## src/rtl/core/npcs_pkg.sv

```systemverilog
// Shared types, constants and helpers for the nearest palette color search unit.
// No dependencies; imported by every module of the block.
package npcs_pkg;

    localparam int PALETTE_ENTRIES_DEF = 256;
    localparam int COLOR_W             = 8;
    localparam int INDEX_W             = 8;
    localparam int SQ_W                = 16;
    localparam int DIST_W              = 18;

    localparam logic CMD_WRITE = 1'b0;
    localparam logic CMD_QUERY = 1'b1;

    typedef struct packed {
        logic [COLOR_W-1:0] red;
        logic [COLOR_W-1:0] green;
        logic [COLOR_W-1:0] blue;
    } t_rgb;

    // Tag that travels with each palette read through the scan pipeline
    typedef struct packed {
        logic valid;
        logic first;
        logic last;
    } t_scan_ctl;

    function automatic logic [SQ_W-1:0] sq_diff(input logic [COLOR_W-1:0] a,
                                                 input logic [COLOR_W-1:0] b);
        logic [COLOR_W-1:0] d;
        d = (a > b) ? (a - b) : (b - a);
        return SQ_W'(d) * SQ_W'(d);
    endfunction

endpackage

```

## src/rtl/core/npcs_dist_unit.sv

```systemverilog
// Shared distance unit: squares the channel differences of one entry per cycle,
// then sums and keeps the running minimum. Depends on npcs_pkg.
module npcs_dist_unit
    import npcs_pkg::*;
#(
    parameter int AW = 8
) (
    input  logic              i_clk,
    input  logic              i_rst_n,
    input  t_rgb              i_query,
    input  t_rgb              i_entry,
    input  t_scan_ctl         i_ctl,
    input  logic [AW-1:0]     i_idx,
    output logic [AW-1:0]     o_best_idx,
    output logic [DIST_W-1:0] o_best_dist,
    output logic              o_done
);

    logic [SQ_W-1:0]   r_sq_r;
    logic [SQ_W-1:0]   r_sq_g;
    logic [SQ_W-1:0]   r_sq_b;
    logic [AW-1:0]     r_sq_idx;
    t_scan_ctl         r_sq_ctl;
    logic [DIST_W-1:0] n_sum;
    logic [AW-1:0]     r_best_idx;
    logic [DIST_W-1:0] r_best_dist;
    logic              r_done;

    // Square stage
    always_ff @(posedge i_clk) begin
        if (!i_rst_n) begin
            r_sq_ctl <= '0;
        end else begin
            r_sq_ctl <= i_ctl;
        end
    end

    always_ff @(posedge i_clk) begin
        r_sq_r   <= sq_diff(i_query.red,   i_entry.red);
        r_sq_g   <= sq_diff(i_query.green, i_entry.green);
        r_sq_b   <= sq_diff(i_query.blue,  i_entry.blue);
        r_sq_idx <= i_idx;
    end

    // Sum and compare stage; strict less-than keeps the lowest index on a tie
    assign n_sum = DIST_W'(r_sq_r) + DIST_W'(r_sq_g) + DIST_W'(r_sq_b);

    always_ff @(posedge i_clk) begin
        if (r_sq_ctl.valid && (r_sq_ctl.first || (n_sum < r_best_dist))) begin
            r_best_idx  <= r_sq_idx;
            r_best_dist <= n_sum;
        end
    end

    always_ff @(posedge i_clk) begin
        if (!i_rst_n) begin
            r_done <= 1'b0;
        end else begin
            r_done <= r_sq_ctl.valid && r_sq_ctl.last;
        end
    end

    assign o_best_idx  = r_best_idx;
    assign o_best_dist = r_best_dist;
    assign o_done      = r_done;

endmodule

```

## config.mk

```make
export PLATFORM = sky130hd
export DESIGN_NAME = npcs_dist_unit
export DESIGN_NICKNAME = d
export VERILOG_FILES = /design/src/rtl/core/npcs_pkg.sv /design/src/rtl/core/npcs_dist_unit.sv
export SDC_FILE = /design/constraint.sdc
export NUM_CORES = 1
export LEC_CHECK = 0
export BUFFER_PORTS_ARGS = -buffer_cell sky130_fd_sc_hd__buf_2
export CAP_MARGIN = 20
export CORE_ASPECT_RATIO = 1.75
export CORE_MARGIN = 2
export CORE_UTILIZATION = 62
export DETAILED_ROUTE_END_ITERATION = 10
export GPL_TIMING_DRIVEN = 0
export PLACE_DENSITY_LB_ADDON = 0.15
export SYNTH_ARGS = -nofsm -noshare
export SYNTH_HDL_FRONTEND = slang
export SYNTH_SLANG_ARGS = --single-unit
```

## constraint.sdc

```tcl
create_clock -name i_clk -period 10.5 [get_ports i_clk]
set_input_delay 2.1 -clock i_clk [delete_from_list [all_inputs] [get_ports i_clk]]
set_output_delay 2.1 -clock i_clk [all_outputs]
set_load 0.01 [all_outputs]
```

==> qor.txt <==
Crit. path cell count = 24
Run status = complete, no violations
Initial core utilization = 63.2%
Synthesis Warnings = 0
Setup TNS = 0 ns
GP Congestion = 0.883
Post-cts sizing count = 0
Hold_buf cts = 0
Worst r2r dst = o_best_dist[12]$_DFFE_PP_
Tmin final = 8.48 ns
Top fanout value on the critical path = 9
Final hold violation count = 0
Drt first-iter violations = 208
Worst path bufs/invs = 5
Commonest non-fill, non-tap cell in the layout = inv_1
Routed via count = 7,831
Overall Global Routing Usage = 22.7%
Register area share after synthesis = 18.6%
DPL Wire Length = 16,700 um
Share of cells above drive strength 1 = 12.3%
Synthesized cell area = 10,300 um2
CP Class = in2reg
Antenna-violating nets left = 0
Max stage delay on crit path = 0.65 ns
Worst path arrival time = 8.69 ns
RR Startpoint = r_sq_r[3]$_DFF_P_
Die height = 175 um
Vias in the first global route = 8,020
Dominant synthesized flop cell = dfxtp_1
Gr ovfl total = 0
Die area = 17,800 um2
Area of the core = 16,400 um2
Router iterations before antenna repair = 5
Number of synthesized flops with an enable pin = 26
Port buffer count = 87
Worst-Margin Slew = 0.896 ns
Number of distinct library cells after synthesis = 76
Cells after Synth = 1,130
Worst Clk Skew = 0.00458 ns
Largest net degree at the start of global routing = 16
Fillers = 1,410
Clock Path Buffers = 2
Rows = 62
Slowest-stage cell, CP = xor2_1
CTS buffer count = 9
Final setup vio count = 0
CP Capture Type = register
Unrepaired setup endpoints after global routing = false
Post-CTS Setup Bufs = 0
CP endpoint = r_sq_g[15]$_DFF_P_
Cell breakdown of the critical path = buf_2, inv_1, ha_1, fa_1, nor2b_1, o211ai_2, a311o_1, nand2_1, mux2i_1, xor2_1, or2_1, fa_1, inv_1, fa_1, fa_1, inv_1, fa_1, inv_1, ha_1, nor4_1, o31ai_1, a21o_1, a21oi_1, xnor3_1
H-tree depth = 3
Syn avg cell area = 9.15 um2
Post-synth top area cell = ha_1
Hold/Removal Path Class = reg2reg
DRC = 0
Top cell type's share of synthesized area = 20.3%
F_max = 0.118 GHz
Initial antenna violation count = 0
Area contributors post-synth = ha_1, fa_1, dfxtp_1
Clock Latency Late Sink = 0.34 ns
Total Wirelength = 19,400 um
Slew Limit Fails = 0
Layout Area Growth over Synthesis = 9.92%
R2R depth = 16
Asr flop ratio synth = 0%
Final period util = 80.8%
CTS tree = yes
ANT cells = 0
Slew margin rel. = 39.8%
Ports = 88
Critical Path Source = i_query[8]
Root Buffer = clkbuf_16
Routed wire per std cell = 13.3 um
Maximum capacitance violations = 0
First-pass GRT wire length = 32,900 um
Clk sink count = 83
Clock slew at reported path FFs = 0.06 ns
Flop-to-flop setup slack = 5.40 ns
Top cell by count, worst path = fa_1
Layout Nets = 1,556
Type of origin of the critical path = primary input
Most frequent cells in the layout = inv_1, ha_1, nor2_1, fa_1, buf_2
Yosys reg bits = 83
Vias per inst = 5.37
Die width = 102 um
Kind of cell adding the most delay to the critical path = adder cells
Worst path required time = 10.70 ns
==> worst min path at each step <==
stage | start | endpoint | depth (start not counted)
floorplan | r_sq_idx[0]$_DFF_P_ | o_best_idx[0]$_DFFE_PP_ | 0
global placement | r_sq_idx[3]$_DFF_P_ | o_best_idx[3]$_DFFE_PP_ | 0
detailed placement | r_sq_idx[3]$_DFF_P_ | o_best_idx[3]$_DFFE_PP_ | 0
CTS | r_sq_idx[6]$_DFF_P_ | o_best_idx[6]$_DFFE_PP_ | 0
global route | r_sq_idx[6]$_DFF_P_ | o_best_idx[6]$_DFFE_PP_ | 0
finish | r_sq_idx[3]$_DFF_P_ | o_best_idx[3]$_DFFE_PP_ | 0
==> logic make-up (layout without fill, tap and decap cells) <==
family	count (synthesis)	after routing	share of synthesized area, %
xor+xnor	73	73	6.75
other cells	2	3	0.0726
simple gates	272	272	13.1
mux	15	15	1.46
compound gates	186	186	12.3
fa+ha+maj	265	265	39.1
buf+inv	234	338	8.64
flops	83	83	18.6
==> Yosys cell counts, types with 5 or more instances <==
master,count
a211oi_1,9
a21o_1,22
a21oi_1,59
and2_1,10
and3_1,8
buf_2,9
dfxtp_1,57
edfxtp_1,26
fa_1,97
ha_1,168
inv_1,219
mux2i_1,14
nand2_1,29
nand2b_1,14
nand3_1,11
nand3b_1,5
nand4_1,7
nor2_1,111
nor2b_1,9
nor3_1,18
o21a_1,15
o21ai_0,28
o21ai_1,6
o21bai_1,7
or2_1,9
or2_2,10
or3_1,10
xnor2_1,48
xor2_1,18
==> per-stage QoR <==
| stage | area (um2) | hold WS, ns | cells | setup WS [ns] | utilization [%] |
|---|---|---|---|---|---|
| 2_1_floorplan | 10300 | 0.386 | 1131 | 2.57 | - |
| 3_3_place_gp | 11100 | 0.387 | 1442 | 1.78 | 67.6 |
| 3_5_place_dp | 11100 | 0.389 | 1443 | 1.71 | 67.7 |
| 4_1_cts | 11400 | 0.403 | 1459 | 2.04 | 69.5 |
| 5_1_grt | 11400 | 0.408 | 1459 | 1.62 | 69.5 |
| 6_report | 11400 | 0.402 | 1459 | 2.02 | 69.5 |
==> layer usage <==
metal | GRT usage (%) | routed length [um] | vias up
li1 | - | - | 3907
met1 | 22.5 | 7210 | 3782
met2 | 47.6 | 11400 | 118
met3 | 2.20 | 455 | 24
met4 | 5.18 | 301 | 0
met5 | 0 | 0 | -
==> registers in the layout (all words and copies together), names as in the netlist <==
register     flops
o_best_dist     18
r_sq_b          15
r_sq_g          15
r_sq_r          15
o_best_idx       8
r_sq_idx         8
r_sq_ctl         3
o_done           1
==> layout make-up <==
| class | instances | area (um2) | area share (%) |
|---|---|---|---|
| buffer | 13 | 63.8 | 0.561 |
| sequential | 83 | 1920 | 16.9 |
| inverter | 221 | 830 | 7.30 |
| tap | 224 | 280 | 2.46 |
| clock buffer | 11 | 254 | 2.23 |
| timing repair buffer | 88 | 450 | 3.96 |
| multi-input combinational | 814 | 7540 | 66.3 |
| clock inverter | 5 | 33.8 | 0.297 |
==> worst reg2reg max path, stage by stage (launching register included) <==
cell	delay [ns]
dfxtp_1	0.35
fa_1	0.48
ha_1	0.20
a21oi_1	0.25
o21ai_1	0.15
a2111oi_0	0.58
o31ai_1	0.25
o21a_1	0.23
o41a_1	0.32
xor2_1	0.19
ha_1	0.20
a21o_1	0.18
a21o_1	0.17
a221oi_1	0.29
o21ai_0	0.15
a21oi_2	0.56
buf_8	0.25
Power is left out: the tool's default activity adds up to more than one toggle a clock period on the data nets, which glitch-free logic cannot reach.
